<file path="config.mk">
export PLATFORM = sky130hd
export DESIGN_NAME = meter_line_check_and_average_unit
export DESIGN_NICKNAME = d
export VERILOG_FILES = /design/src/hw/rtl/mlca_pkg.sv /design/src/hw/rtl/mlca_avg_pipe.sv /design/src/hw/rtl/meter_line_check_and_average_unit.sv
export SDC_FILE = /design/constraint.sdc
export NUM_CORES = 2
export LEC_CHECK = 0
export BUFFER_PORTS_ARGS = -buffer_cell sky130_fd_sc_hd__buf_2
export CORE_ASPECT_RATIO = 0.7
export CORE_UTILIZATION = 41
export CTS_CLUSTER_SIZE = 40
export DETAILED_ROUTE_END_ITERATION = 12
export GPL_ROUTABILITY_DRIVEN = 0
export PLACE_DENSITY = 0.54
export SLEW_MARGIN = 30
export SYNTH_ARGS = -nofsm -noshare
export SYNTH_HDL_FRONTEND = slang
export SYNTH_SLANG_ARGS = --single-unit
export TNS_END_PERCENT = 50
</file>
<file path="constraint.sdc">
create_clock -name clk_i -period 21.9 [get_ports clk_i]
set_clock_uncertainty 0.15 [all_clocks]
set_input_delay 2.19 -clock clk_i [delete_from_list [all_inputs] [get_ports clk_i]]
set_output_delay 2.19 -clock clk_i [all_outputs]
set_load 0.02 [all_outputs]
</file>
<file path="src/hw/rtl/mlca_pkg.sv">
// shared types and constants for the meter line check and average unit
package mlca_pkg;

  // accumulator and result widths
  localparam int unsigned ACC_W = 40;
  localparam int unsigned CNT_W = 6;
  localparam int unsigned AVG_W = 32;

  // line layout constants
  localparam logic [2:0]  LABEL_LEN     = 3'd4;
  localparam logic [2:0]  LABEL_LEN_MAX = 3'd5;
  localparam logic [5:0]  CHECK_SEED    = 6'd32;
  localparam logic [7:0]  CHECK_OFFSET  = 8'd32;
  localparam logic [31:0] MAG_LIMIT     = 32'h8000_0000;
  localparam logic [31:0] POS_LIMIT     = 32'h7fff_ffff;

  // characters of interest
  localparam logic [7:0] CHAR_SPACE = 8'h20;
  localparam logic [7:0] CHAR_TAB   = 8'h09;
  localparam logic [7:0] CHAR_CR    = 8'h0d;
  localparam logic [7:0] CHAR_PLUS  = 8'h2b;
  localparam logic [7:0] CHAR_MINUS = 8'h2d;
  localparam logic [7:0] CHAR_ZERO  = 8'h30;
  localparam logic [7:0] CHAR_NINE  = 8'h39;

  // the two labels that feed the averages
  localparam logic [7:0] WORD_PAPP [4] = '{8'h50, 8'h41, 8'h50, 8'h50};
  localparam logic [7:0] WORD_BASE [4] = '{8'h42, 8'h41, 8'h53, 8'h45};

  // line status codes
  typedef enum logic [1:0] {
    STATUS_OK           = 2'd0,
    STATUS_NO_VALUE_SEP = 2'd1,
    STATUS_NO_CHECK_SEP = 2'd2,
    STATUS_BAD_CHECK    = 2'd3
  } mlca_status_e;

  // position within the line
  typedef enum logic [3:0] {
    PH_LABEL = 4'b0001,
    PH_VALUE = 4'b0010,
    PH_CHECK = 4'b0100,
    PH_DONE  = 4'b1000
  } mlca_phase_e;

  // input transaction
  typedef struct packed {
    logic [7:0] line_byte;
    logic       end_of_line;
  } mlca_in_t;

  // output transaction
  typedef struct packed {
    logic [1:0]              status;
    logic                    average_valid;
    logic                    average_kind;
    logic signed [AVG_W-1:0] average_value;
  } mlca_out_t;

  // finished line handed from the parser to the average pipeline
  typedef struct packed {
    mlca_status_e     status;
    logic             avg_valid;
    logic             avg_kind;
    logic [ACC_W-1:0] sum;
  } mlca_line_t;

endpackage

</file>
<file path="src/hw/rtl/mlca_avg_pipe.sv">
// report pipeline: signed average by constant reciprocal multiply, with output register
module mlca_avg_pipe #(
  parameter int unsigned SAMPLES_PER_AVERAGE = 60
) (
  input  logic               clk_i,
  input  logic               rst_ni,
  input  logic               line_valid_i,
  output logic               line_ready_o,
  input  mlca_pkg::mlca_line_t line_i,
  output logic               out_valid_o,
  input  logic               out_stall_i,
  output mlca_pkg::mlca_out_t  out_data_o
);
  import mlca_pkg::*;

  localparam int unsigned NSTAGE = 7;

  // exact floor division by a constant through a rounded-up reciprocal
  localparam int unsigned DIV_P   = SAMPLES_PER_AVERAGE;
  localparam int unsigned DIV_B   = 1000 * SAMPLES_PER_AVERAGE;
  localparam int unsigned SHIFT_P = ACC_W + $clog2(DIV_P);
  localparam int unsigned SHIFT_B = ACC_W + $clog2(DIV_B);
  localparam int unsigned MUL_W   = ACC_W + 1;
  localparam logic [63:0] MUL_P_FULL =
      ((64'd1 << SHIFT_P) + 64'(DIV_P) - 64'd1) / 64'(DIV_P);
  localparam logic [63:0] MUL_B_FULL =
      ((64'd1 << SHIFT_B) + 64'(DIV_B) - 64'd1) / 64'(DIV_B);
  localparam logic [MUL_W-1:0] MUL_P = MUL_P_FULL[MUL_W-1:0];
  localparam logic [MUL_W-1:0] MUL_B = MUL_B_FULL[MUL_W-1:0];

  // partial product split
  localparam int unsigned XL_W   = ACC_W / 2;
  localparam int unsigned XH_W   = ACC_W - XL_W;
  localparam int unsigned ML_W   = (MUL_W + 1) / 2;
  localparam int unsigned MH_W   = MUL_W - ML_W;
  localparam int unsigned PLL_W  = XL_W + ML_W;
  localparam int unsigned PLH_W  = XL_W + MH_W;
  localparam int unsigned PHL_W  = XH_W + ML_W;
  localparam int unsigned PHH_W  = XH_W + MH_W;
  localparam int unsigned LOW_W  = XL_W + MUL_W + 1;
  localparam int unsigned HIGH_W = XH_W + MUL_W + 1;
  localparam int unsigned FULL_W = ACC_W + MUL_W + 1;

  // side information that rides along the stages
  typedef struct packed {
    mlca_status_e status;
    logic         avg_valid;
    logic         avg_kind;
    logic         neg;
  } tag_t;

  logic [NSTAGE-1:0] valid_q;
  logic [NSTAGE:0]   load;

  mlca_line_t        line_q;
  tag_t              tag1_q, tag2_q, tag3_q, tag4_q, tag5_q;
  logic [ACC_W-1:0]  mag1_q;
  logic [XH_W-1:0]   xh2_q;
  logic [PLL_W-1:0]  pll2_q;
  logic [PLH_W-1:0]  plh2_q;
  logic [PHL_W-1:0]  phl3_q;
  logic [PHH_W-1:0]  phh3_q;
  logic [LOW_W-1:0]  low3_q, low4_q;
  logic [HIGH_W-1:0] high4_q;
  logic [ACC_W-1:0]  quot5_q;
  mlca_out_t         out_q;

  tag_t              tag1_d;
  logic [ACC_W-1:0]  mag1_d;
  logic [ML_W-1:0]   ml1, ml2;
  logic [MH_W-1:0]   mh1, mh2;
  logic [FULL_W-1:0] full4;
  logic [FULL_W-1:0] shifted4;
  logic [ACC_W-1:0]  signed5;
  mlca_out_t         out_d;

  // stage advance: a stage loads when empty or when its content moves on
  assign load[NSTAGE] = !out_stall_i;
  for (genvar g = 0; g < NSTAGE; g++) begin : g_load
    assign load[g] = !valid_q[g] || load[g+1];
  end
  assign line_ready_o = load[0];

  // stage valid flags
  always_ff @(posedge clk_i or negedge rst_ni) begin
    if (!rst_ni) begin
      valid_q <= '0;
    end else begin
      if (load[0]) begin
        valid_q[0] <= line_valid_i;
      end
      for (int unsigned i = 1; i < NSTAGE; i++) begin
        if (load[i]) begin
          valid_q[i] <= valid_q[i-1];
        end
      end
    end
  end

  // magnitude and sign of the accumulated sum
  always_comb begin
    tag1_d.status    = line_q.status;
    tag1_d.avg_valid = line_q.avg_valid;
    tag1_d.avg_kind  = line_q.avg_kind;
    tag1_d.neg       = line_q.sum[ACC_W-1];
    mag1_d = line_q.sum[ACC_W-1] ? (~line_q.sum + ACC_W'(1)) : line_q.sum;
  end

  // reciprocal halves for the two kinds
  assign ml1 = tag1_q.avg_kind ? MUL_B[ML_W-1:0] : MUL_P[ML_W-1:0];
  assign mh1 = tag1_q.avg_kind ? MUL_B[MUL_W-1:ML_W] : MUL_P[MUL_W-1:ML_W];
  assign ml2 = tag2_q.avg_kind ? MUL_B[ML_W-1:0] : MUL_P[ML_W-1:0];
  assign mh2 = tag2_q.avg_kind ? MUL_B[MUL_W-1:ML_W] : MUL_P[MUL_W-1:ML_W];

  // recombine and drop the fraction
  assign full4    = FULL_W'(low4_q) + (FULL_W'(high4_q) << XL_W);
  assign shifted4 = tag4_q.avg_kind ? (full4 >> SHIFT_B) : (full4 >> SHIFT_P);

  // restore the sign, zero the fields when no average is reported
  always_comb begin
    signed5 = tag5_q.neg ? (~quot5_q + ACC_W'(1)) : quot5_q;
    out_d.status        = tag5_q.status;
    out_d.average_valid = tag5_q.avg_valid;
    out_d.average_kind  = tag5_q.avg_valid & tag5_q.avg_kind;
    out_d.average_value = tag5_q.avg_valid ? signed'(signed5[AVG_W-1:0]) : '0;
  end

  // stage payload registers
  always_ff @(posedge clk_i) begin
    if (load[0]) begin
      line_q <= line_i;
    end
    if (load[1]) begin
      tag1_q <= tag1_d;
      mag1_q <= mag1_d;
    end
    if (load[2]) begin
      tag2_q <= tag1_q;
      xh2_q  <= mag1_q[ACC_W-1:XL_W];
      pll2_q <= PLL_W'(mag1_q[XL_W-1:0]) * PLL_W'(ml1);
      plh2_q <= PLH_W'(mag1_q[XL_W-1:0]) * PLH_W'(mh1);
    end
    if (load[3]) begin
      tag3_q <= tag2_q;
      phl3_q <= PHL_W'(xh2_q) * PHL_W'(ml2);
      phh3_q <= PHH_W'(xh2_q) * PHH_W'(mh2);
      low3_q <= LOW_W'(pll2_q) + (LOW_W'(plh2_q) << ML_W);
    end
    if (load[4]) begin
      tag4_q  <= tag3_q;
      high4_q <= HIGH_W'(phl3_q) + (HIGH_W'(phh3_q) << ML_W);
      low4_q  <= low3_q;
    end
    if (load[5]) begin
      tag5_q  <= tag4_q;
      quot5_q <= shifted4[ACC_W-1:0];
    end
    if (load[6]) begin
      out_q <= out_d;
    end
  end

  assign out_valid_o = valid_q[NSTAGE-1];
  assign out_data_o  = out_q;

endmodule

</file>
<file path="src/hw/rtl/meter_line_check_and_average_unit.sv">
// Meter line checker and averager. Takes one byte of a "LABEL VALUE C" line per
// cycle while the input is not stalled, keeps the running 6-bit check sum and an
// atoi-style value, and on the byte marked end_of_line reports a status; accepted
// PAPP and BASE lines feed 40-bit accumulators and every SAMPLES_PER_AVERAGE
// samples of a kind the report carries the truncated average (BASE in kWh).
// The report for a line leaves through the output register of a seven-stage
// reciprocal-multiply pipeline that holds up to seven pending reports. Input
// stalls only while that pipeline is full and the output transaction is held.
module meter_line_check_and_average_unit #(
  parameter int unsigned SAMPLES_PER_AVERAGE = 60
) (
  input  logic                clk_i,
  input  logic                rst_ni,
  input  logic                in_valid_i,
  output logic                in_stall_o,
  input  mlca_pkg::mlca_in_t  in_data_i,
  output logic                out_valid_o,
  input  logic                out_stall_i,
  output mlca_pkg::mlca_out_t out_data_o
);
  import mlca_pkg::*;

  localparam logic [CNT_W-1:0] SAMPLES = CNT_W'(SAMPLES_PER_AVERAGE);

  logic              pipe_ready;
  logic              in_acc;
  logic              line_valid;
  mlca_line_t        line_d;

  mlca_phase_e       phase_q, phase_d;
  logic [5:0]        check_q, check_d;
  logic [2:0]        label_len_q, label_len_d;
  logic [1:0]        match_q, match_d;
  logic [31:0]       value_q, value_d;
  logic              neg_q, neg_d;
  logic              started_q, started_d;
  logic              stopped_q, stopped_d;
  logic [7:0]        rx_check_q, rx_check_d;
  logic [ACC_W-1:0]  psum_q, psum_d;
  logic [CNT_W-1:0]  pcnt_q, pcnt_d;
  logic [ACC_W-1:0]  esum_q, esum_d;
  logic [CNT_W-1:0]  ecnt_q, ecnt_d;

  logic [7:0]        b;
  logic              is_digit;
  logic [35:0]       times10;
  logic [31:0]       value_sat;
  logic [ACC_W-1:0]  parsed;
  logic [ACC_W-1:0]  psum_new, esum_new;
  logic [CNT_W-1:0]  pcnt_new, ecnt_new;
  mlca_status_e      status;
  logic              sample_hit;

  assign in_stall_o = !pipe_ready;
  assign in_acc     = in_valid_i && pipe_ready;
  assign line_valid = in_acc && in_data_i.end_of_line;

  // digit accumulation with saturation at 2^31
  assign b        = in_data_i.line_byte;
  assign is_digit = b inside {[CHAR_ZERO:CHAR_NINE]};
  assign times10  = (36'(value_q) << 3) + (36'(value_q) << 1) + 36'(b[3:0]);
  assign value_sat = (times10 > 36'(MAG_LIMIT)) ? MAG_LIMIT : times10[31:0];

  // signed value of the parsed field
  always_comb begin
    if (neg_q) begin
      parsed = ~ACC_W'(value_q) + ACC_W'(1);
    end else if (value_q > POS_LIMIT) begin
      parsed = ACC_W'(POS_LIMIT);
    end else begin
      parsed = ACC_W'(value_q);
    end
  end

  assign psum_new = psum_q + parsed;
  assign esum_new = esum_q + parsed;
  assign pcnt_new = pcnt_q + CNT_W'(1);
  assign ecnt_new = ecnt_q + CNT_W'(1);

  // byte parser and line end handling
  always_comb begin
    phase_d     = phase_q;
    check_d     = check_q;
    label_len_d = label_len_q;
    match_d     = match_q;
    value_d     = value_q;
    neg_d       = neg_q;
    started_d   = started_q;
    stopped_d   = stopped_q;
    rx_check_d  = rx_check_q;
    psum_d      = psum_q;
    pcnt_d      = pcnt_q;
    esum_d      = esum_q;
    ecnt_d      = ecnt_q;
    status      = STATUS_OK;
    sample_hit  = 1'b0;
    line_d.status    = STATUS_OK;
    line_d.avg_valid = 1'b0;
    line_d.avg_kind  = 1'b0;
    line_d.sum       = psum_new;

    if (in_acc) begin
      case (phase_q)
        PH_LABEL: begin
          if (b == CHAR_SPACE) begin
            phase_d = PH_VALUE;
          end else begin
            check_d = check_q + b[5:0];
            if (label_len_q < LABEL_LEN) begin
              if (b != WORD_PAPP[label_len_q[1:0]]) begin
                match_d[0] = 1'b0;
              end
              if (b != WORD_BASE[label_len_q[1:0]]) begin
                match_d[1] = 1'b0;
              end
            end else begin
              match_d = 2'b00;
            end
            if (label_len_q < LABEL_LEN_MAX) begin
              label_len_d = label_len_q + 3'd1;
            end
          end
        end
        PH_VALUE: begin
          if (b == CHAR_SPACE) begin
            phase_d = PH_CHECK;
          end else begin
            check_d = check_q + b[5:0];
            if (!stopped_q) begin
              if (!started_q && (b inside {[CHAR_TAB:CHAR_CR]})) begin
                started_d = 1'b0;
              end else if (!started_q && (b == CHAR_PLUS || b == CHAR_MINUS)) begin
                started_d = 1'b1;
                neg_d     = (b == CHAR_MINUS);
              end else if (is_digit) begin
                value_d   = value_sat;
                started_d = 1'b1;
              end else begin
                stopped_d = 1'b1;
              end
            end
          end
        end
        PH_CHECK: begin
          rx_check_d = b;
          phase_d    = PH_DONE;
        end
        default: begin
          phase_d = phase_q;
        end
      endcase

      if (in_data_i.end_of_line) begin
        // status from where the line stopped
        case (phase_d)
          PH_LABEL: status = STATUS_NO_VALUE_SEP;
          PH_VALUE: status = STATUS_NO_CHECK_SEP;
          PH_DONE: begin
            status = (rx_check_d == ({2'b00, check_d} + CHECK_OFFSET)) ?
                     STATUS_OK : STATUS_BAD_CHECK;
          end
          default:  status = STATUS_BAD_CHECK;
        endcase
        sample_hit = (status == STATUS_OK) && (label_len_q == LABEL_LEN) &&
                     (match_q != 2'b00);

        // accumulate an accepted sample, close the average on the last one
        if (sample_hit) begin
          if (match_q[0]) begin
            line_d.sum = psum_new;
            if (pcnt_new == SAMPLES) begin
              line_d.avg_valid = 1'b1;
              psum_d = '0;
              pcnt_d = '0;
            end else begin
              psum_d = psum_new;
              pcnt_d = pcnt_new;
            end
          end else begin
            line_d.sum      = esum_new;
            line_d.avg_kind = 1'b1;
            if (ecnt_new == SAMPLES) begin
              line_d.avg_valid = 1'b1;
              esum_d = '0;
              ecnt_d = '0;
            end else begin
              esum_d = esum_new;
              ecnt_d = ecnt_new;
            end
          end
        end
        line_d.status = status;

        // back to the start of a line
        phase_d     = PH_LABEL;
        check_d     = CHECK_SEED;
        label_len_d = 3'd0;
        match_d     = 2'b11;
        value_d     = '0;
        neg_d       = 1'b0;
        started_d   = 1'b0;
        stopped_d   = 1'b0;
        rx_check_d  = '0;
      end
    end
  end

  // parser and accumulator state
  always_ff @(posedge clk_i or negedge rst_ni) begin
    if (!rst_ni) begin
      phase_q     <= PH_LABEL;
      check_q     <= CHECK_SEED;
      label_len_q <= 3'd0;
      match_q     <= 2'b11;
      value_q     <= '0;
      neg_q       <= 1'b0;
      started_q   <= 1'b0;
      stopped_q   <= 1'b0;
      rx_check_q  <= '0;
      psum_q      <= '0;
      pcnt_q      <= '0;
      esum_q      <= '0;
      ecnt_q      <= '0;
    end else begin
      phase_q     <= phase_d;
      check_q     <= check_d;
      label_len_q <= label_len_d;
      match_q     <= match_d;
      value_q     <= value_d;
      neg_q       <= neg_d;
      started_q   <= started_d;
      stopped_q   <= stopped_d;
      rx_check_q  <= rx_check_d;
      psum_q      <= psum_d;
      pcnt_q      <= pcnt_d;
      esum_q      <= esum_d;
      ecnt_q      <= ecnt_d;
    end
  end

  // average division and output register
  mlca_avg_pipe #(
    .SAMPLES_PER_AVERAGE(SAMPLES_PER_AVERAGE)
  ) u_avg_pipe (
    .clk_i       (clk_i),
    .rst_ni      (rst_ni),
    .line_valid_i(line_valid),
    .line_ready_o(pipe_ready),
    .line_i      (line_d),
    .out_valid_o (out_valid_o),
    .out_stall_i (out_stall_i),
    .out_data_o  (out_data_o)
  );

endmodule

</file>
==> results.sh <==
export IMPL_status="complete, but fails checks"
export IMPL_violations="design-rule violations"
export IMPL_gr_total_overflow=0
export IMPL_fp_dieH_um=345
export IMPL_worst_slew_pin_slew_ns=0.914
export IMPL_grt_pass1_vias=48300
export IMPL_reg2reg_slack_ns=13.10
export IMPL_synth_cell_types=88
export IMPL_synth_top_area_frac=0.217
export IMPL_first_iter_violations=3253
export IMPL_reg2reg_depth=23
export IMPL_rsz0062_at_grt="no"
export IMPL_ys_seq_area_frac=0.267
export IMPL_setup_viol=0
export IMPL_crit_path_start_kind="register"
export IMPL_clkTransAtPathRegs_ns=0.07
export IMPL_startpoint="u_avg_pipe.tag2_q[1]"
export IMPL_fin_crit_ns=8.80
export IMPL_syn_to_final_growth_pct=8.59
export IMPL_hp_start="u_avg_pipe.low3_q[30]"
export IMPL_dieArea_um2=170000
export IMPL_drive_above_1_share=0.0409
export IMPL_synth_top_area_cell="fa_1"
export IMPL_antenna_found_initial=8
export IMPL_r2r_end="u_avg_pipe.phl3_q[40]"
export IMPL_avgRoutedWirePerCell_um=19.9
export IMPL_whs_endpoint="u_avg_pipe.low4_q[30]"
export IMPL_numCtsBuffers=73
export IMPL_hold_path_class="register to register"
export IMPL_postCtsResizedCells=0
export IMPL_clkLatencyLatePin_ns=0.70
export IMPL_first_pass_iters=9
export IMPL_slew_headroom=0.386
export IMPL_ios=51
export IMPL_dieWidth_um=492
export IMPL_total_power_uw=3430
export IMPL_clock_path_buffers=3
export IMPL_portBuffers=50
export IMPL_initial_core_util=0.414
export IMPL_finalWorstSetupSlack_ns=13.10
export IMPL_drt_wl_total_um=181000
export IMPL_ant_nets=0
export IMPL_yosys_top_cells_area="fa_1 (22%), edfxtp_1 (21%), ha_1 (19%)"
export IMPL_r2r_start="u_avg_pipe.tag2_q[1]"
export IMPL_grt_pass1_wl_um=284000
export IMPL_grt_use_total=0.220
export IMPL_post_route_drc_count=16
export IMPL_totalNegativeSetupSlack_ns=0
export IMPL_synth_edf_count=482
export IMPL_cp_max_fo=46
export IMPL_core_um2=166000
export IMPL_synth_area_um2=68900
export IMPL_crit_path_end_kind="register"
export IMPL_syn_area_per_cell_um2=10.4
export IMPL_whs_path_depth=0
export IMPL_cellLeakagePower_uw=0.0396
export IMPL_via_count=47000
export IMPL_cts_htree_levels=3
export IMPL_powerDensity_nw_per_um2=45.9
export IMPL_post_place_ws_ns=13.13
export IMPL_synthCells=6649
export IMPL_synth_seq_cells=639
export IMPL_final_max_slew_violation_count=0
export IMPL_viasPerCell=5.18
export IMPL_clockRootBuffer="clkbuf_16"
export IMPL_cap_viol_max_count=0
export IMPL_nets=8571
export IMPL_cp_arrival_ns=9.10
export IMPL_grt_max_degree=66
export IMPL_yosys_warnings=0
export IMPL_synth_async_reset_ratio=0.246
export IMPL_clock_sinks=639
export IMPL_post_cts_buffers=0
export IMPL_hpwlAfterDp_um=150000
export IMPL_fmax_ghz=0.114
export IMPL_synth_top_flop_cell="edfxtp_1"
export IMPL_fp_row_count=125
export IMPL_hold_viol_final=0
export IMPL_cp_required_ns=22.19
export IMPL_worstSetupPathType="register to register"
export IMPL_timing_final_crit_share=0.402
export IMPL_cts_hold_buf=0
export IMPL_cts_tree="yes"
export IMPL_ir_worst_vdd_v=0.0000536
[cells in the final DEF (no fill, tap or decap), drive strengths merged, types with 35 or more instances in the layout]
cell	instances
o21a	48
a31oi	54
nor2	252
buf	84
o31ai	63
nand2b	95
inv	1206
o21ai	274
conb	107
a21oi	263
clkbuf	89
and3	48
and2	78
xnor2	269
xor2	124
nor3	95
edfxtp	482
fa	746
nand4	35
ha	1027
dfrtp	153
a21o	116
nand3	86
nand2	489
[area by class of cell]
type | count | area [µm²]
Fill cell | 15700 | 91600
Inverter | 1198 | 4500
Antenna cell | 3 | 7.51
Clock buffer | 89 | 2000
Tap cell | 2222 | 2780
Timing Repair Buffer | 84 | 527
Sequential cell | 639 | 18400
Clock inverter | 43 | 639
Multi-Input combinational cell | 4789 | 46000
[metrics by stage]
stage	std cells	instance area (µm²)	hold WS, ns	utilization
final	9067	74800	0.264	0.450
after global routing	9065	74800	0.264	0.450
after CTS	9062	74800	0.265	0.449
after detailed placement	8930	72100	0.255	0.433
after global placement	8930	72100	0.250	0.433
after floorplan	6754	69300	0.250	-
[how the worst max path moves through the flow]
stage | endpoint | cells past startpoint
global placement | u_avg_pipe.phl3_q[40] | 23
detailed placement | u_avg_pipe.phl3_q[40] | 23
global route | u_avg_pipe.phl3_q[40] | 23
floorplan | in_stall_o | 5
finish | u_avg_pipe.phl3_q[40] | 23
CTS | u_avg_pipe.phl3_q[40] | 23
[report_power, final]
group          switching (µW)  internal (µW)
Combinational             334            224
Clock                     576            804
Sequential               63.5           1430
Total                     973           2460
[layer usage]
layer | up-vias | track usage | part of all wire
met2 | 1038 | 0.324 | 0.41
li1 | 22700 | - | -
met5 | - | 0 | 0.000072
met1 | 23100 | 0.324 | 0.49
met4 | 2 | 0.0533 | 0.025
met3 | 206 | 0.0504 | 0.067
[Yosys cell counts (all sizes together) (32+ instances only)]
master     n
o31ai     63
nor2     252
o21a      48
a21oi    263
fa       746
or4       32
and2      78
ha      1027
a31oi     54
and3      48
edfxtp   482
nand3     86
xnor2    269
nand2b    95
clkbuf   113
nand4     35
nor3      95
nor2b     34
or3       34
inv     1197
xor2     124
dfrtp    153
a21o     116
nand2    489
o21ai    274
a211oi    33
o21bai    34
[cells by family (layout without fill, tap and decap cells)]
| family | after synthesis | after routing | synth area share |
|---|---|---|---|
| buffers and inverters | 1326 | 1414 | 0.0725 |
| adders and majority gates | 1773 | 1773 | 0.403 |
| and+or+nand+nor | 1382 | 1382 | 0.0986 |
| DFF | 639 | 639 | 0.267 |
| muxes | 37 | 37 | 0.00550 |
| xor gates and xnor gates | 393 | 393 | 0.0500 |
| other | 2 | 110 | 0.000109 |
| AOI/OAI and AO/OA | 1097 | 1097 | 0.103 |
[worst max-delay path, stage by stage (launching register included)]
cell	delay, ns
edfxtp_1	0.37
buf_4	0.41
nand2_1	0.36
inv_1	0.33
fa_1	0.58
fa_1	0.59
fa_1	0.46
fa_1	0.61
fa_1	0.46
fa_1	0.51
inv_1	0.05
fa_1	0.47
inv_1	0.05
ha_1	0.36
nand4_1	0.18
a21oi_1	0.24
o21ai_0	0.20
or4_1	0.43
o21ai_0	0.53
a41oi_1	0.27
a21oi_1	0.28
a21o_1	0.22
nor4_1	0.06
or3_1	0.34
[flip-flops by register name, summed over array words and instances, names as in the netlist, 36 cells and up]
name	flops
u_avg_pipe.high4_q	62
esum_q	40
u_avg_pipe.low3_q	42
u_avg_pipe.low4_q	42
u_avg_pipe.mag1_q	40
u_avg_pipe.plh2_q	39
psum_q	40
u_avg_pipe.out_data_o	36
u_avg_pipe.line_q	44
u_avg_pipe.phl3_q	40
u_avg_pipe.phh3_q	39
Note: power is estimated with default switching activity, not from simulation.
